**config.mk**
```make
export PLATFORM = sky130hd
export DESIGN_NAME = pvp_ctrl
export DESIGN_NICKNAME = d
export VERILOG_FILES = /design/src/sv/pvp_pkg.sv /design/src/sv/pvp_ctrl.sv
export SDC_FILE = /design/constraint.sdc
export NUM_CORES = 1
export LEC_CHECK = 0
export BUFFER_PORTS_ARGS = -buffer_cell sky130_fd_sc_hd__buf_2
export CAP_MARGIN = 20
export CORE_MARGIN = 3
export CORE_UTILIZATION = 34
export CTS_CLUSTER_DIAMETER = 100
export CTS_CLUSTER_SIZE = 14
export DETAILED_ROUTE_END_ITERATION = 12
export MAX_ROUTING_LAYER = met4
export SLEW_MARGIN = 0
export SYNTH_ARGS = -nofsm -noshare
export SYNTH_HDL_FRONTEND = slang
export SYNTH_SLANG_ARGS = --single-unit
```
**constraint.sdc**
```tcl
create_clock -name i_clk -period 1.2 [get_ports i_clk]
set_input_delay 0.18 -clock i_clk [delete_from_list [all_inputs] [get_ports i_clk]]
set_output_delay 0.18 -clock i_clk [all_outputs]
set_load 0.005 [all_outputs]
```
**src/sv/pvp_pkg.sv**
```systemverilog
// Shared types and constants for the perspective vertex projector.
package pvp_pkg;

    // Request kinds carried on the input tuser bit
    localparam logic OP_LOAD   = 1'b0;
    localparam logic OP_VERTEX = 1'b1;

    // Camera word indexes
    localparam logic [3:0] IDX_ROT_FIRST = 4'd0;
    localparam logic [3:0] IDX_ROT_LAST  = 4'd8;
    localparam logic [3:0] IDX_POS_X     = 4'd9;
    localparam logic [3:0] IDX_POS_Y     = 4'd10;
    localparam logic [3:0] IDX_POS_Z     = 4'd11;

    // Fixed field widths
    localparam int PIX_W  = 11;
    localparam int WORD_W = 32;

    // Products issued on the shared multiplier per vertex
    localparam int MAC_STEPS = 9;

    typedef enum logic [2:0] {
        ST_IDLE,
        ST_MAC,
        ST_CHECK,
        ST_DIV,
        ST_FIN
    } t_state;

    // Controller to datapath commands
    typedef struct packed {
        logic load;       // write a camera word, clear pen
        logic capture;    // latch vertex, form relative position
        logic mac_mul;    // issue one matrix product
        logic mac_acc;    // accumulate the previous product
        logic check;      // clip test and divider set-up
        logic div_step;   // one quotient bit for x and y
        logic finish;     // write result register, update pen
    } t_cmd;

    // Datapath to controller status
    typedef struct packed {
        logic reject;     // clip test fails on current D
        logic out_free;   // result register can take a new result
    } t_stat;

endpackage

```
**src/sv/pvp_ctrl.sv**
```systemverilog
// Sequencer for camera loads and the vertex projection steps.
module pvp_ctrl #(
    parameter int DIV_STEPS = 10
) (
    input  logic           i_clk,
    input  logic           i_rst_n,
    input  logic           i_s_tvalid,
    input  logic           i_op,
    output logic           o_s_tready,
    input  pvp_pkg::t_stat i_stat,
    output pvp_pkg::t_cmd  o_cmd
);
    import pvp_pkg::*;

    localparam int CNT_MAX = (DIV_STEPS > MAC_STEPS) ? DIV_STEPS : MAC_STEPS;
    localparam int CNT_W   = $clog2(CNT_MAX + 1);

    t_state             r_state, n_state;
    logic [CNT_W-1:0]   r_cnt, n_cnt;

    // State register
    always_ff @(posedge i_clk) begin
        if (!i_rst_n) begin
            r_state <= ST_IDLE;
            r_cnt   <= '0;
        end else begin
            r_state <= n_state;
            r_cnt   <= n_cnt;
        end
    end

    // Next state and commands; no request is taken while reset is held
    always_comb begin
        n_state    = r_state;
        n_cnt      = r_cnt;
        o_cmd      = '0;
        o_s_tready = 1'b0;
        case (r_state)
            ST_IDLE: begin
                o_s_tready = i_rst_n;
                if (i_s_tvalid && i_rst_n) begin
                    if (i_op == OP_LOAD) begin
                        o_cmd.load = 1'b1;
                    end else begin
                        o_cmd.capture = 1'b1;
                        n_cnt         = '0;
                        n_state       = ST_MAC;
                    end
                end
            end
            ST_MAC: begin
                o_cmd.mac_mul = (r_cnt < CNT_W'(MAC_STEPS));
                o_cmd.mac_acc = (r_cnt != '0);
                n_cnt         = r_cnt + 1'b1;
                if (r_cnt == CNT_W'(MAC_STEPS)) begin
                    n_state = ST_CHECK;
                end
            end
            ST_CHECK: begin
                o_cmd.check = 1'b1;
                n_cnt       = '0;
                n_state     = i_stat.reject ? ST_FIN : ST_DIV;
            end
            ST_DIV: begin
                o_cmd.div_step = 1'b1;
                n_cnt          = r_cnt + 1'b1;
                if (r_cnt == CNT_W'(DIV_STEPS - 1)) begin
                    n_state = ST_FIN;
                end
            end
            ST_FIN: begin
                if (i_stat.out_free) begin
                    o_cmd.finish = 1'b1;
                    n_state      = ST_IDLE;
                end
            end
            default: begin
                n_state = ST_IDLE;
            end
        endcase
    end

`ifndef SYNTH
    a_finish_free: assert property (@(posedge i_clk) disable iff (!i_rst_n)
        o_cmd.finish |-> i_stat.out_free)
        else $error("result written while result register busy");
    a_capture_mac: assert property (@(posedge i_clk) disable iff (!i_rst_n)
        o_cmd.capture |=> (r_state == ST_MAC) && (r_cnt == '0))
        else $error("vertex capture not followed by matrix pass");
    a_no_overlap: assert property (@(posedge i_clk) disable iff (!i_rst_n)
        !(o_cmd.div_step && (o_cmd.mac_mul || o_cmd.mac_acc)))
        else $error("divider and multiplier active together");
    a_check_after_mac: assert property (@(posedge i_clk) disable iff (!i_rst_n)
        o_cmd.check |-> $past(r_state) == ST_MAC)
        else $error("clip test without a finished matrix pass");
`endif

endmodule

```
==> report_table.html, run 1 <==
<table>
<tr><th>Metric</th><th>Value</th></tr>
<tr><th colspan="2">GRT</th></tr>
<tr><td>Total global routing overflow</td><td>0</td></tr>
<tr><td>Maximum number of pins on one net before global-route repair</td><td>9</td></tr>
<tr><td>Vias in the first global route</td><td>479</td></tr>
<tr><td>Wire length of the first global-routing pass</td><td>~2100 um</td></tr>
<tr><td>GRT Resource Usage Total</td><td>15.2%</td></tr>
<tr><td>Initial antenna violation count</td><td>0</td></tr>
<tr><th colspan="2">Min path</th></tr>
<tr><td>Worst hold path class</td><td>input port to flop</td></tr>
<tr><th colspan="2">Logic synthesis</th></tr>
<tr><td>Number of distinct library cells after synthesis</td><td>32</td></tr>
<tr><td>Flop and latch count out of synthesis</td><td>7</td></tr>
<tr><td>Post-synth top area share</td><td>26.9%</td></tr>
<tr><td>Most numerous cell in the Yosys netlist</td><td>sky130_fd_sc_hd__dfxtp_1</td></tr>
<tr><td>Cell types occupying the most area after synthesis</td><td>sky130_fd_sc_hd__dfxtp_1, sky130_fd_sc_hd__ha_1, sky130_fd_sc_hd__nand2b_1</td></tr>
<tr><td>Synthesized area</td><td>522 um^2</td></tr>
<tr><td>Count of flip-flops with a built-in enable after synthesis</td><td>0</td></tr>
<tr><td>Top cells by count, synth</td><td>sky130_fd_sc_hd__dfxtp_1, sky130_fd_sc_hd__a21oi_1, sky130_fd_sc_hd__nand2b_1</td></tr>
<tr><td>Top FF cell, synth</td><td>sky130_fd_sc_hd__dfxtp_1</td></tr>
<tr><td>Average footprint of a synthesized cell</td><td>8.70 um^2</td></tr>
<tr><td>Leading area contributor after synthesis</td><td>sky130_fd_sc_hd__dfxtp_1</td></tr>
<tr><td>Cell count after synthesis</td><td>60</td></tr>
<tr><td>Total nets after synthesis</td><td>69</td></tr>
<tr><td>Number of synthesis warnings</td><td>0</td></tr>
<tr><td>Share of synthesized registers carrying an async set or reset</td><td>0%</td></tr>
<tr><td>Sequential fraction of the synthesis area</td><td>between 20% and 30%</td></tr>
<tr><th colspan="2">STA</th></tr>
<tr><td>Slew HR</td><td>between 80% and 90%</td></tr>
<tr><td>Tightest Pin Transition</td><td>222 ps</td></tr>
<tr><td>Total count of hold-check failures in the final report</td><td>0</td></tr>
<tr><td>Max Clock Freq</td><td>729 MHz</td></tr>
<tr><td>Worst hold slack</td><td>between 200 and 300 ps</td></tr>
<tr><td>Setup WS post-layout</td><td>-172 ps</td></tr>
<tr><td>Minimum period implied by the final worst setup slack</td><td>1370 ps</td></tr>
<tr><td>Clock tree skew after final layout</td><td>9.13 ps</td></tr>
<tr><td>Fin crit share</td><td>114%</td></tr>
<tr><td>Final count of negative-setup-slack endpoints</td><td>6</td></tr>
<tr><td>Number of slew-limit violations in the final report</td><td>0</td></tr>
<tr><td>Unrepaired setup endpoints after global routing</td><td>true</td></tr>
<tr><th colspan="2">Power</th></tr>
<tr><td>Reported net switching power</td><td>~0.20 mW</td></tr>
<tr><td>Power per unit of standard cell area</td><td>783 nW/um^2</td></tr>
<tr><td>Total power</td><td>0.654 mW</td></tr>
<tr><td>Clk network pwr share</td><td>34.1%</td></tr>
<tr><td>Relative contribution of sequential cells to total power</td><td>approximately 38%</td></tr>
<tr><td>Internal power of the cells</td><td>between 0.4 and 0.5 mW</td></tr>
<tr><td>Switching share of power</td><td>30.3%</td></tr>
<tr><td>Standby leakage power</td><td>about 0.35 nW</td></tr>
<tr><td>Share of power burned in combinational logic</td><td>27.9%</td></tr>
<tr><td>Worst voltage drop across the vdd grid</td><td>between 0.5 and 0.6 mV</td></tr>
<tr><th colspan="2">CTS</th></tr>
<tr><td>Number of H-tree branching levels</td><td>1</td></tr>
<tr><td>Number of buffers added to fix hold violations after cts</td><td>0</td></tr>
<tr><td>TritonCTS clock tree</td><td>built</td></tr>
<tr><td>Clock Tree Root</td><td>sky130_fd_sc_hd__clkbuf_4</td></tr>
<tr><td>Buffer levels on the longest clock path</td><td>2</td></tr>
<tr><td>CTS Sinks</td><td>7</td></tr>
<tr><td>Clock latency reported for the late side of the worst-skew pair</td><td>around 260 ps</td></tr>
<tr><td>Clock-pin slew of the registers on the worst-case setup and hold paths</td><td>60 ps</td></tr>
<tr><td>Number of CTS-inserted buffers</td><td>3</td></tr>
<tr><th colspan="2">Finish</th></tr>
<tr><td>Inserted Diodes</td><td>0</td></tr>
<tr><td>Synth-to-layout area growth</td><td>60.2%</td></tr>
<tr><td>Post-route standard cell area excluding fillers</td><td>836 um^2</td></tr>
<tr><td>Final layout net count</td><td>97</td></tr>
<tr><td>Filler Cells Inserted</td><td>116</td></tr>
<tr><td>Layout cells sized above 1</td><td>a little over 60%</td></tr>
<tr><td>Combined area of the multi-input logic cells</td><td>434 um^2</td></tr>
<tr><td>Final core utilization</td><td>around three fifths</td></tr>
<tr><td>Sequential cell area</td><td>around 160 um^2</td></tr>
<tr><th colspan="2">Floorplanning</th></tr>
<tr><td>Row count</td><td>13</td></tr>
<tr><td>Area inside the core boundary</td><td>approximately 1400 um^2</td></tr>
<tr><td>Initial core utilization</td><td>38.2%</td></tr>
<tr><td>Y dimension of the die</td><td>45.2 um</td></tr>
<tr><td>Floorplan die width</td><td>45.2 um</td></tr>
<tr><td>Die area</td><td>2040 um^2</td></tr>
<tr><td>Top-level port count</td><td>14</td></tr>
<tr><th colspan="2">Placed design</th></tr>
<tr><td>Number of input and output port buffers inserted</td><td>13</td></tr>
<tr><td>Setup slack at placement</td><td>-4.88 ps</td></tr>
<tr><td>Post-placement cell area</td><td>619 um^2</td></tr>
<tr><td>Gpl congestion</td><td>0.835</td></tr>
<tr><td>Half-perimeter wire length of the detailed placement result</td><td>896 um</td></tr>
<tr><th colspan="2">Route</th></tr>
<tr><td>Total wire length</td><td>1350 um</td></tr>
<tr><td>Total number of vias</td><td>541</td></tr>
<tr><td>WL/cell</td><td>13.3 um</td></tr>
<tr><td>Vias per Instance</td><td>5.30</td></tr>
<tr><td>First drt pass iteration count</td><td>4</td></tr>
<tr><td>Routed Antenna Nets</td><td>0</td></tr>
<tr><td>Count of routing violations after the opening detailed-route iteration</td><td>9</td></tr>
<tr><td>Remaining DRCs</td><td>0</td></tr>
<tr><th colspan="2">Worst setup path</th></tr>
<tr><td>Setup slack on the worst flop-to-flop path</td><td>30 ps</td></tr>
<tr><td>Critical Setup Path Class</td><td>flop to output pin</td></tr>
<tr><td>CP Data Arrival Time</td><td>1190 ps</td></tr>
<tr><td>Setup crit end kind</td><td>output pin</td></tr>
<tr><td>Category of the worst setup path launch point</td><td>flop</td></tr>
<tr><td>CP required</td><td>1020 ps</td></tr>
<tr><td>Worst-path fanout max</td><td>2</td></tr>
<tr><th colspan="2">Status</th></tr>
<tr><td>Result of the run</td><td>finished with violations</td></tr>
<tr><td>Violations in the final reports</td><td>negative setup slack</td></tr>
<tr><th colspan="2">Job</th></tr>
<tr><td>Max-cap violations</td><td>0</td></tr>
</table>
[critical path, stage by stage, from the launching register on]
cell and delay [ps]:
sky130_fd_sc_hd__dfxtp_2 320, sky130_fd_sc_hd__inv_2 70, sky130_fd_sc_hd__ha_4 140, sky130_fd_sc_hd__nand2b_4 50
sky130_fd_sc_hd__a211oi_1 200, sky130_fd_sc_hd__buf_2 150
[final cells by class]
class / count / area share (%)
well taps: 15 / 2.25
clock buffers: 4 / 3.14
multi-input cells: 47 / 51.9
inverters: 3 / 1.35
flip-flops and latches: 7 / 18.7
repair buffers: 26 / 22.6
[cells by family (layout without fill, tap and decap cells)]
group,count (synthesis),count (layout),share of synthesized area (%)
buf+inv,6,33,9.11
flops,7,7,26.9
compound gates,14,14,18.9
mux,1,1,1.92
simple gates,29,29,36.0
fa+ha+maj,3,3,7.20
[flip-flops by register name, indices dropped and copies added, names as in the netlist]
| name | count |
|---|---|
| r_cnt | 4 |
| r_state | 3 |
[power groups by stage]
| stage | registers (mW) | logic, mW | clock network (mW) |
|---|---|---|---|
| 3_5_place_dp | 0.258 | 0.112 | 0 |
| 4_1_cts | 0.250 | 0.144 | 0.236 |
| 2_1_floorplan | 0.253 | 0.0762 | 0 |
| 6_report | 0.249 | 0.182 | 0.223 |
| 3_3_place_gp | 0.258 | 0.110 | 0 |
| 5_1_grt | 0.250 | 0.199 | 0.253 |
[layer usage]
metal  vias up  global-route usage [%]  wire (um)
li1        274                       -          -
met1       241                    16.5        499
met2        24                    23.2        733
met3         2                    2.79         91
met4         0                    13.5         29
met5         -                       -          0
[cells in the final DEF, fill, tap and decap left out, types with 2 or more instances in the layout]
cell                       synthesis  final
sky130_fd_sc_hd__buf_2             0     12
sky130_fd_sc_hd__buf_4             0     10
sky130_fd_sc_hd__dfxtp_4           0      4
sky130_fd_sc_hd__nand2b_4          1      3
sky130_fd_sc_hd__nand3_1           3      3
sky130_fd_sc_hd__nand2_1           3      3
sky130_fd_sc_hd__a21oi_2           2      3
sky130_fd_sc_hd__ha_4              0      3
sky130_fd_sc_hd__clkbuf_4          0      3
sky130_fd_sc_hd__buf_6             2      3
sky130_fd_sc_hd__inv_2             0      2
sky130_fd_sc_hd__and3_1            2      2
sky130_fd_sc_hd__nor2_1            3      2
sky130_fd_sc_hd__nand2b_1          4      2
sky130_fd_sc_hd__and4b_1           2      2
sky130_fd_sc_hd__o21ai_1           0      2
sky130_fd_sc_hd__a21oi_1           4      2
sky130_fd_sc_hd__dfxtp_1           7      2
[path summary, 6_finish.rpt]
path / startpoint / endpoint / depth (start not counted)
setup / recovery: r_cnt[1]$_SDFFE_PN0P_ / o_cmd[4] / 5
setup reg to reg: r_cnt[1]$_SDFFE_PN0P_ / r_cnt[2]$_SDFFE_PN0P_ / 5
hold reg to reg: r_cnt[2]$_SDFFE_PN0P_ / r_cnt[2]$_SDFFE_PN0P_ / 2
hold / removal: i_rst_n / r_cnt[0]$_SDFFE_PN0P_ / 3
[timing repair]
item / 4_1_cts / 5_1_grt
buffers inserted: 7 / 1
pin swaps: 6 / 6
endpoints found under the setup margin: 8 / 14
resized for setup: 17 / 17
[per-stage QoR]
| step | instances | TNS (ps) |
|---|---|---|
| floorplan | 60 | 0 |
| global placement | 90 | 0 |
| detailed placement | 90 | -4.88 |
| CTS | 101 | -656 |
| global route | 102 | -1200 |
| finish | 102 | -635 |
Note: power is estimated with default switching activity, not from simulation.
==> run 2, diff against run 1 <==
--- a/config.mk
+++ b/config.mk
@@ -7,12 +7,15 @@
 export LEC_CHECK = 0
 export BUFFER_PORTS_ARGS = -buffer_cell sky130_fd_sc_hd__buf_2
 export CAP_MARGIN = 20
+export CELL_PAD_IN_SITES_DETAIL_PLACEMENT = 0
+export CELL_PAD_IN_SITES_GLOBAL_PLACEMENT = 1
 export CORE_MARGIN = 3
 export CORE_UTILIZATION = 34
 export CTS_CLUSTER_DIAMETER = 100
 export CTS_CLUSTER_SIZE = 14
 export DETAILED_ROUTE_END_ITERATION = 12
 export MAX_ROUTING_LAYER = met4
+export PLACE_DENSITY_LB_ADDON = 0.1
 export SLEW_MARGIN = 0
 export SYNTH_ARGS = -nofsm -noshare
 export SYNTH_HDL_FRONTEND = slang
==> report_table.html, run 2 (synthesis gave the netlist of run 1 again) <==
<table>
<tr><th>Metric</th><th>Value</th></tr>
<tr><th colspan="2">Floorplanning</th></tr>
<tr><td>Top-level port count</td><td>14 (unchanged)</td></tr>
<tr><td>Initial core utilization</td><td>38.2% (unchanged)</td></tr>
<tr><td>Floorplan die width</td><td>45.2 um (unchanged)</td></tr>
<tr><td>Row count</td><td>13 (unchanged)</td></tr>
<tr><td>Y dimension of the die</td><td>45.2 um (unchanged)</td></tr>
<tr><td>Die area</td><td>2040 um^2 (unchanged)</td></tr>
<tr><td>Area inside the core boundary</td><td>1370 um^2 (unchanged)</td></tr>
<tr><th colspan="2">Route</th></tr>
<tr><td>Count of routing violations after the opening detailed-route iteration</td><td>3 (-6)</td></tr>
<tr><td>Total number of vias</td><td>538 (-0.55%)</td></tr>
<tr><td>WL/cell</td><td>12.9 um (-2.6%)</td></tr>
<tr><td>Remaining DRCs</td><td>0 (unchanged)</td></tr>
<tr><td>Routed Antenna Nets</td><td>0 (unchanged)</td></tr>
<tr><td>Total wire length</td><td>1350 um (-0.66%)</td></tr>
<tr><td>First drt pass iteration count</td><td>4 (unchanged)</td></tr>
<tr><td>Vias per Instance</td><td>5.17 (-2.5%)</td></tr>
<tr><th colspan="2">STA</th></tr>
<tr><td>Tightest Pin Transition</td><td>277 ps (+55.1 ps)</td></tr>
<tr><td>Unrepaired setup endpoints after global routing</td><td>true</td></tr>
<tr><td>Total count of hold-check failures in the final report</td><td>0 (unchanged)</td></tr>
<tr><td>Max Clock Freq</td><td>747 MHz (+2.5%)</td></tr>
<tr><td>Setup WS post-layout</td><td>-138 ps (+33.6 ps)</td></tr>
<tr><td>Fin crit share</td><td>111% (-2.8 points)</td></tr>
<tr><td>Worst hold slack</td><td>244 ps (-13.9 ps)</td></tr>
<tr><td>Minimum period implied by the final worst setup slack</td><td>1340 ps (-33.6 ps)</td></tr>
<tr><td>Final count of negative-setup-slack endpoints</td><td>6 (unchanged)</td></tr>
<tr><td>Slew HR</td><td>81.5% (-3.6 points)</td></tr>
<tr><td>Number of slew-limit violations in the final report</td><td>0 (unchanged)</td></tr>
<tr><td>Clock tree skew after final layout</td><td>3.85 ps (-5.27 ps)</td></tr>
<tr><th colspan="2">Min path</th></tr>
<tr><td>Cell depth of the worst hold path</td><td>3 (unchanged)</td></tr>
<tr><td>Worst hold path class</td><td>input port to flop</td></tr>
<tr><th colspan="2">CTS</th></tr>
<tr><td>TritonCTS clock tree</td><td>built</td></tr>
<tr><td>Number of H-tree branching levels</td><td>1 (unchanged)</td></tr>
<tr><td>Number of CTS-inserted buffers</td><td>3 (unchanged)</td></tr>
<tr><td>Number of buffers added to fix hold violations after cts</td><td>0 (unchanged)</td></tr>
<tr><td>Clock Tree Root</td><td>sky130_fd_sc_hd__clkbuf_4</td></tr>
<tr><td>CTS Sinks</td><td>7 (unchanged)</td></tr>
<tr><td>Clock-pin slew of the registers on the worst-case setup and hold paths</td><td>60 ps (about the same)</td></tr>
<tr><td>Buffer levels on the longest clock path</td><td>2 (unchanged)</td></tr>
<tr><td>Clock latency reported for the late side of the worst-skew pair</td><td>250 ps (about the same)</td></tr>
<tr><th colspan="2">Worst setup path</th></tr>
<tr><td>Worst-path fanout max</td><td>2 (unchanged)</td></tr>
<tr><td>Depth of the worst register-to-register path</td><td>4 (-1)</td></tr>
<tr><td>Critical Setup Path Class</td><td>flop to output pin</td></tr>
<tr><td>CP required</td><td>1020 ps (about the same)</td></tr>
<tr><td>Category of the worst setup path launch point</td><td>flop</td></tr>
<tr><td>CP Data Arrival Time</td><td>1160 ps (-30 ps)</td></tr>
<tr><td>Setup crit end kind</td><td>output pin</td></tr>
<tr><th colspan="2">Power</th></tr>
<tr><td>Internal power of the cells</td><td>0.458 mW (+0.59%)</td></tr>
<tr><td>Worst voltage drop across the vdd grid</td><td>0.577 mV (+11%)</td></tr>
<tr><td>Power per unit of standard cell area</td><td>762 nW/um^2 (-2.6%)</td></tr>
<tr><td>Share of power burned in combinational logic</td><td>28.3% (+0.4 points)</td></tr>
<tr><td>Clk network pwr share</td><td>33.3% (-0.8 points)</td></tr>
<tr><td>Switching share of power</td><td>29.5% (-0.82 points)</td></tr>
<tr><td>Relative contribution of sequential cells to total power</td><td>38.4% (+0.4 points)</td></tr>
<tr><td>Reported net switching power</td><td>0.192 mW (-3.3%)</td></tr>
<tr><td>Standby leakage power</td><td>0.371 nW (+5.2%)</td></tr>
<tr><th colspan="2">Job</th></tr>
<tr><td>Max-cap violations</td><td>0 (unchanged)</td></tr>
<tr><th colspan="2">GRT</th></tr>
<tr><td>Total global routing overflow</td><td>0 (unchanged)</td></tr>
<tr><td>Wire length of the first global-routing pass</td><td>2280 um (+8.6%)</td></tr>
<tr><td>Vias in the first global route</td><td>484 (+1.0%)</td></tr>
<tr><td>GRT Resource Usage Total</td><td>15.5% (+0.29 points)</td></tr>
<tr><td>Maximum number of pins on one net before global-route repair</td><td>9 (unchanged)</td></tr>
<tr><td>Initial antenna violation count</td><td>0 (unchanged)</td></tr>
<tr><th colspan="2">Placed design</th></tr>
<tr><td>Gpl congestion</td><td>0.716 (-14%)</td></tr>
<tr><td>Number of input and output port buffers inserted</td><td>13 (unchanged)</td></tr>
<tr><td>Half-perimeter wire length of the detailed placement result</td><td>919 um (+2.5%)</td></tr>
<tr><td>Post-placement cell count</td><td>91 (+1.1%)</td></tr>
<tr><th colspan="2">Finish</th></tr>
<tr><td>Post-Layout Cell Count</td><td>104 (+2.0%)</td></tr>
<tr><td>Flip-flop count of the largest register after layout</td><td>4 (unchanged)</td></tr>
<tr><td>Leading cell types in the layout, fill and taps excluded</td><td>sky130_fd_sc_hd__buf_2, sky130_fd_sc_hd__buf_4, sky130_fd_sc_hd__buf_6</td></tr>
<tr><td>Most common cell after layout, fill and taps aside</td><td>sky130_fd_sc_hd__buf_2</td></tr>
<tr><td>Leading registers by flop count</td><td>r_cnt (4), r_state (3)</td></tr>
<tr><td>Layout cells sized above 1</td><td>67.4% (+5.3 points)</td></tr>
<tr><td>Final layout net count</td><td>99 (+2.1%)</td></tr>
<tr><td>Largest reg by FF count</td><td>r_cnt</td></tr>
<tr><td>Synth-to-layout area growth</td><td>63.5%</td></tr>
<tr><td>Inserted Diodes</td><td>0 (unchanged)</td></tr>
<tr><th colspan="2">Status</th></tr>
<tr><td>Result of the run</td><td>finished with violations</td></tr>
<tr><td>Violations in the final reports</td><td>negative setup slack</td></tr>
</table>
## run 2: cell types whose count changed in the layout (fill, tap and decap cells not counted), sizes merged
cell | before | now
buf | 26 | 28
## run 2: worst max-delay path, stage by stage, from the launching register on
cell and delay (ps):
sky130_fd_sc_hd__dfxtp_4 360, sky130_fd_sc_hd__inv_4 40, sky130_fd_sc_hd__ha_4 150, sky130_fd_sc_hd__nand2b_4 70, sky130_fd_sc_hd__nor2_2 30, sky130_fd_sc_hd__nor3_1 120, sky130_fd_sc_hd__buf_2 140
## run 2: worst paths after layout
| check | from | to | slack, ps |
|---|---|---|---|
| max | r_cnt[0]$_SDFFE_PN0P_ | o_cmd[3] | -140 |
| min reg2reg | r_cnt[2]$_SDFFE_PN0P_ | r_cnt[2]$_SDFFE_PN0P_ | 550 |
| max reg2reg | r_state[1]$_SDFFE_PN0P_ | r_state[0]$_SDFFE_PN0P_ | 30 |
| min | i_rst_n | r_state[0]$_SDFFE_PN0P_ | 240 |
## run 2: layer usage
| layer | GRT usage [%] | up-vias | wire [um] |
|---|---|---|---|
| met1 | 20.5 | 251 | 661 |
| li1 | - | 279 | - |
| met3 | 3.59 | 0 | 64 |
| met5 | - | - | 0 |
| met4 | 3.51 | 0 | 0 |
| met2 | 23.7 | 8 | 618 |
## run 2: layout make-up
type	count	area, um^2
Timing Repair Buffer	28	203
Tap cell	15	18.8
Fill cell	120	513
Sequential cell	7	158
Multi-Input combinational cell	47	434
Clock buffer	4	26.3
Inverter	3	13.8
## run 2: timing repair
action | 4_1_cts | 5_1_grt
buffers inserted | 7 | 4
gates cloned | 0 | 0
resized for setup | 20 | 21
endpoints found under the setup margin | 8 | 14
pin swaps | 4 | 10
## run 2: power by group through the flow
stage	logic [mW]	registers (mW)	clock network (mW)
5_1_grt	0.207	0.252	0.242
4_1_cts	0.143	0.249	0.222
2_1_floorplan	0.0762	0.253	0
3_5_place_dp	0.113	0.260	0
3_3_place_gp	0.112	0.258	0
6_report	0.184	0.250	0.217
## run 2: metrics by stage
step / TNS [ps] / power, mW / cell area [um^2] / worst slack, ps / util, %
after floorplan: 0 / 0.329 / 522 / 63.0 / -
after global placement: 0 / 0.370 / 614 / 14.6 / 45.0
after detailed placement: -33.9 / 0.372 / 614 / -33.9 / 45.0
after CTS: -747 / 0.614 / 751 / -163 / 54.9
after global routing: -1300 / 0.701 / 853 / -215 / 62.5
final: -679 / 0.650 / 853 / -138 / 62.5
==> run 3, diff against run 2 <==
--- a/config.mk
+++ b/config.mk
@@ -16,6 +16,7 @@
 export DETAILED_ROUTE_END_ITERATION = 12
 export MAX_ROUTING_LAYER = met4
 export PLACE_DENSITY_LB_ADDON = 0.1
+export SKIP_LAST_GASP = 1
 export SLEW_MARGIN = 0
 export SYNTH_ARGS = -nofsm -noshare
 export SYNTH_HDL_FRONTEND = slang
==> constraint.sdc (replaced) <==
create_clock -name i_clk -period 1.44 [get_ports i_clk]
set_input_delay 0.216 -clock i_clk [delete_from_list [all_inputs] [get_ports i_clk]]
set_output_delay 0.216 -clock i_clk [all_outputs]
set_load 0.005 [all_outputs]
==> report_table.html, run 3 (synthesis gave the netlist of run 1 again) <==
<table>
<tr><th>Metric</th><th>Value</th></tr>
<tr><th colspan="2">Status</th></tr>
<tr><td>Result of the run</td><td>completed</td></tr>
<tr><th colspan="2">CTS</th></tr>
<tr><td>Clock-pin slew of the registers on the worst-case setup and hold paths</td><td>50 ps (about the same)</td></tr>
<tr><td>TritonCTS clock tree</td><td>built</td></tr>
<tr><td>Number of CTS-inserted buffers</td><td>3 (unchanged)</td></tr>
<tr><td>Clock latency reported for the late side of the worst-skew pair</td><td>250 ps (about the same)</td></tr>
<tr><td>Buffer levels on the longest clock path</td><td>2 (unchanged)</td></tr>
<tr><td>CTS Sinks</td><td>7 (unchanged)</td></tr>
<tr><td>Number of H-tree branching levels</td><td>1 (unchanged)</td></tr>
<tr><td>Clock Tree Root</td><td>sky130_fd_sc_hd__clkbuf_4</td></tr>
<tr><th colspan="2">Finish</th></tr>
<tr><td>Filler Cells Inserted</td><td>134 (+12%)</td></tr>
<tr><td>Sequential cell area</td><td>154 um^2 (-2.4%)</td></tr>
<tr><td>Final layout net count</td><td>87 (-12%)</td></tr>
<tr><td>Post-Layout Cell Count</td><td>92 (-12%)</td></tr>
<tr><td>Leading registers by flop count</td><td>r_cnt (4), r_state (3)</td></tr>
<tr><td>Largest reg by FF count</td><td>r_cnt</td></tr>
<tr><td>Flip-flop count of the largest register after layout</td><td>4 (unchanged)</td></tr>
<tr><td>Combined area of the multi-input logic cells</td><td>364 um^2 (-16%)</td></tr>
<tr><td>Layout cells sized above 1</td><td>45.5% (-22 points)</td></tr>
<tr><td>Synth-to-layout area growth</td><td>26.9%</td></tr>
<tr><td>Most common cell after layout, fill and taps aside</td><td>sky130_fd_sc_hd__buf_2</td></tr>
<tr><td>Final core utilization</td><td>48.4% (-14 points)</td></tr>
<tr><td>Post-route standard cell area excluding fillers</td><td>662 um^2 (-22%)</td></tr>
<tr><td>Inserted Diodes</td><td>0 (unchanged)</td></tr>
<tr><td>Leading cell types in the layout, fill and taps excluded</td><td>sky130_fd_sc_hd__buf_2, sky130_fd_sc_hd__a21oi_1</td></tr>
<tr><th colspan="2">Route</th></tr>
<tr><td>Remaining DRCs</td><td>0 (unchanged)</td></tr>
<tr><td>Count of routing violations after the opening detailed-route iteration</td><td>8 (+5)</td></tr>
<tr><td>Vias per Instance</td><td>5.25 (+1.5%)</td></tr>
<tr><td>WL/cell</td><td>11.3 um (-12%)</td></tr>
<tr><td>Total wire length</td><td>1040 um (-22%)</td></tr>
<tr><td>Routed Antenna Nets</td><td>0 (unchanged)</td></tr>
<tr><td>Total number of vias</td><td>483 (-10%)</td></tr>
<tr><td>First drt pass iteration count</td><td>4 (unchanged)</td></tr>
<tr><th colspan="2">Power</th></tr>
<tr><td>Reported net switching power</td><td>0.136 mW (-29%)</td></tr>
<tr><td>Internal power of the cells</td><td>0.356 mW (-22%)</td></tr>
<tr><td>Clk network pwr share</td><td>35.9% (+2.6 points)</td></tr>
<tr><td>Switching share of power</td><td>27.7% (-1.8 points)</td></tr>
<tr><td>Total power</td><td>0.492 mW (-24%)</td></tr>
<tr><td>Relative contribution of sequential cells to total power</td><td>42.8% (+4.4 points)</td></tr>
<tr><td>Power per unit of standard cell area</td><td>744 nW/um^2 (-2.4%)</td></tr>
<tr><td>Share of power burned in combinational logic</td><td>21.3% (-7.0 points)</td></tr>
<tr><td>Standby leakage power</td><td>0.289 nW (-22%)</td></tr>
<tr><td>Worst voltage drop across the vdd grid</td><td>0.383 mV (-34%)</td></tr>
<tr><th colspan="2">Job</th></tr>
<tr><td>Max-cap violations</td><td>0 (unchanged)</td></tr>
<tr><th colspan="2">STA</th></tr>
<tr><td>Worst hold slack</td><td>296 ps (+52.0 ps)</td></tr>
<tr><td>Setup_tns</td><td>0 ps (+679 ps)</td></tr>
<tr><td>Total count of hold-check failures in the final report</td><td>0 (unchanged)</td></tr>
<tr><td>Tightest Pin Transition</td><td>247 ps (-30.0 ps)</td></tr>
<tr><td>Number of slew-limit violations in the final report</td><td>0 (unchanged)</td></tr>
<tr><td>Final count of negative-setup-slack endpoints</td><td>0 (-6)</td></tr>
<tr><td>Fin crit share</td><td>~97%</td></tr>
<tr><td>Slew HR</td><td>83.4% (+1.9 points)</td></tr>
<tr><td>Minimum period implied by the final worst setup slack</td><td>1390 ps</td></tr>
<tr><td>Clock tree skew after final layout</td><td>0.654 ps (-3.20 ps)</td></tr>
<tr><td>Setup WS post-layout</td><td>49.8 ps (+188 ps)</td></tr>
<tr><td>Max Clock Freq</td><td>719 MHz</td></tr>
<tr><td>Unrepaired setup endpoints after global routing</td><td>true</td></tr>
<tr><th colspan="2">Floorplanning</th></tr>
<tr><td>Die area</td><td>2040 um^2 (unchanged)</td></tr>
<tr><td>Initial core utilization</td><td>38.2% (unchanged)</td></tr>
<tr><td>Floorplan die width</td><td>45.2 um (unchanged)</td></tr>
<tr><td>Area inside the core boundary</td><td>1370 um^2 (unchanged)</td></tr>
<tr><td>Y dimension of the die</td><td>45.2 um (unchanged)</td></tr>
<tr><td>Row count</td><td>13 (unchanged)</td></tr>
<tr><td>Top-level port count</td><td>14 (unchanged)</td></tr>
<tr><th colspan="2">Worst setup path</th></tr>
<tr><td>Worst-path fanout max</td><td>9 (+7)</td></tr>
<tr><td>Depth of the worst register-to-register path</td><td>6 (+2)</td></tr>
<tr><td>Setup crit end kind</td><td>output pin</td></tr>
<tr><td>Critical Setup Path Class</td><td>flop to output pin</td></tr>
<tr><td>Ordered cell list for the critical path</td><td>nand2b_1, nor3_2, and3_1, buf_2</td></tr>
<tr><td>CP required</td><td>1220 ps (+200 ps)</td></tr>
<tr><td>Critical-path top delay cell</td><td>sky130_fd_sc_hd__dfxtp_4</td></tr>
<tr><td>Category of the worst setup path launch point</td><td>flop</td></tr>
<tr><td>Total stage count of the critical path</td><td>4 (-2)</td></tr>
<tr><td>CP Data Arrival Time</td><td>1170 ps (about the same)</td></tr>
<tr><td>CP startpoint</td><td>r_state[2]$_SDFFE_PN0P_</td></tr>
<tr><td>Worst reg2reg startpoint</td><td>r_cnt[1]$_SDFFE_PN0P_</td></tr>
<tr><td>Crit path buf inv count</td><td>1 (-1)</td></tr>
<tr><td>Max stage delay on crit path</td><td>370 ps (about the same)</td></tr>
<tr><td>Critical path's top delay family</td><td>simple AND/OR/NAND/NOR gates</td></tr>
<tr><th colspan="2">Min path</th></tr>
<tr><td>Launch point of the worst hold path</td><td>i_rst_n</td></tr>
<tr><td>Worst hold path class</td><td>input port to flop</td></tr>
<tr><td>Cell depth of the worst hold path</td><td>3 (unchanged)</td></tr>
<tr><th colspan="2">GRT</th></tr>
<tr><td>Vias in the first global route</td><td>383 (-21%)</td></tr>
<tr><td>GRT Resource Usage Total</td><td>11.8% (-3.7 points)</td></tr>
<tr><td>Wire length of the first global-routing pass</td><td>1730 um (-24%)</td></tr>
<tr><td>Total global routing overflow</td><td>0 (unchanged)</td></tr>
<tr><td>Maximum number of pins on one net before global-route repair</td><td>12 (+3)</td></tr>
<tr><td>Initial antenna violation count</td><td>0 (unchanged)</td></tr>
<tr><th colspan="2">Placed design</th></tr>
<tr><td>Gpl congestion</td><td>0.677 (-5.5%)</td></tr>
<tr><td>Number of input and output port buffers inserted</td><td>13 (unchanged)</td></tr>
<tr><td>Post-placement cell count</td><td>85 (-6.6%)</td></tr>
<tr><td>Post-placement cell area</td><td>569 um^2 (-7.3%)</td></tr>
<tr><td>Setup slack at placement</td><td>149 ps (+183 ps)</td></tr>
<tr><td>Half-perimeter wire length of the detailed placement result</td><td>793 um (-14%)</td></tr>
</table>
-- run 3: worst min-delay path, cell delays in order --
cell,delay (ps)
sky130_fd_sc_hd__buf_2,150
sky130_fd_sc_hd__o21ai_0,90
sky130_fd_sc_hd__a21oi_1,40
-- run 3: power by group through the flow --
stage               sequential [mW]  clock [mW]  combinational, mW
floorplan                     0.211           0             0.0635
global placement              0.219           0             0.0840
detailed placement            0.218           0             0.0813
CTS                           0.212       0.186             0.0925
global route                  0.213       0.195              0.120
finish                        0.211       0.177              0.105
-- run 3: cell type report --
cell class	count	share of cell area, %
multi-input cells	47	55.0
flip-flops and latches	7	23.3
repair buffers	16	13.2
clock buffers	4	3.97
well taps	15	2.84
inverters	3	1.70
-- run 3: metal layers --
layer | track usage (%) | vias up | share of wire [%]
met5 | - | - | 0
met4 | 3.51 | 0 | 0
met2 | 15.8 | 11 | 43
li1 | - | 258 | -
met3 | 3.59 | 0 | 4.8
met1 | 16.7 | 214 | 52
-- run 3: final timing paths --
path	endpoint	slack, ps
worst max-delay path	o_cmd[5]	50
worst min-delay path	r_cnt[0]$_SDFFE_PN0P_	300
worst max register to register	r_state[1]$_SDFFE_PN0P_	220
worst min register to register	r_state[0]$_SDFFE_PN0P_	540
-- run 3: timing repair --
item,in CTS,in global routing
cloned,0,0
endpoints found under the setup margin,5,7
buffers inserted,3,0
gates resized for setup,8,7
pin swaps,3,3
hold buffers,0,0
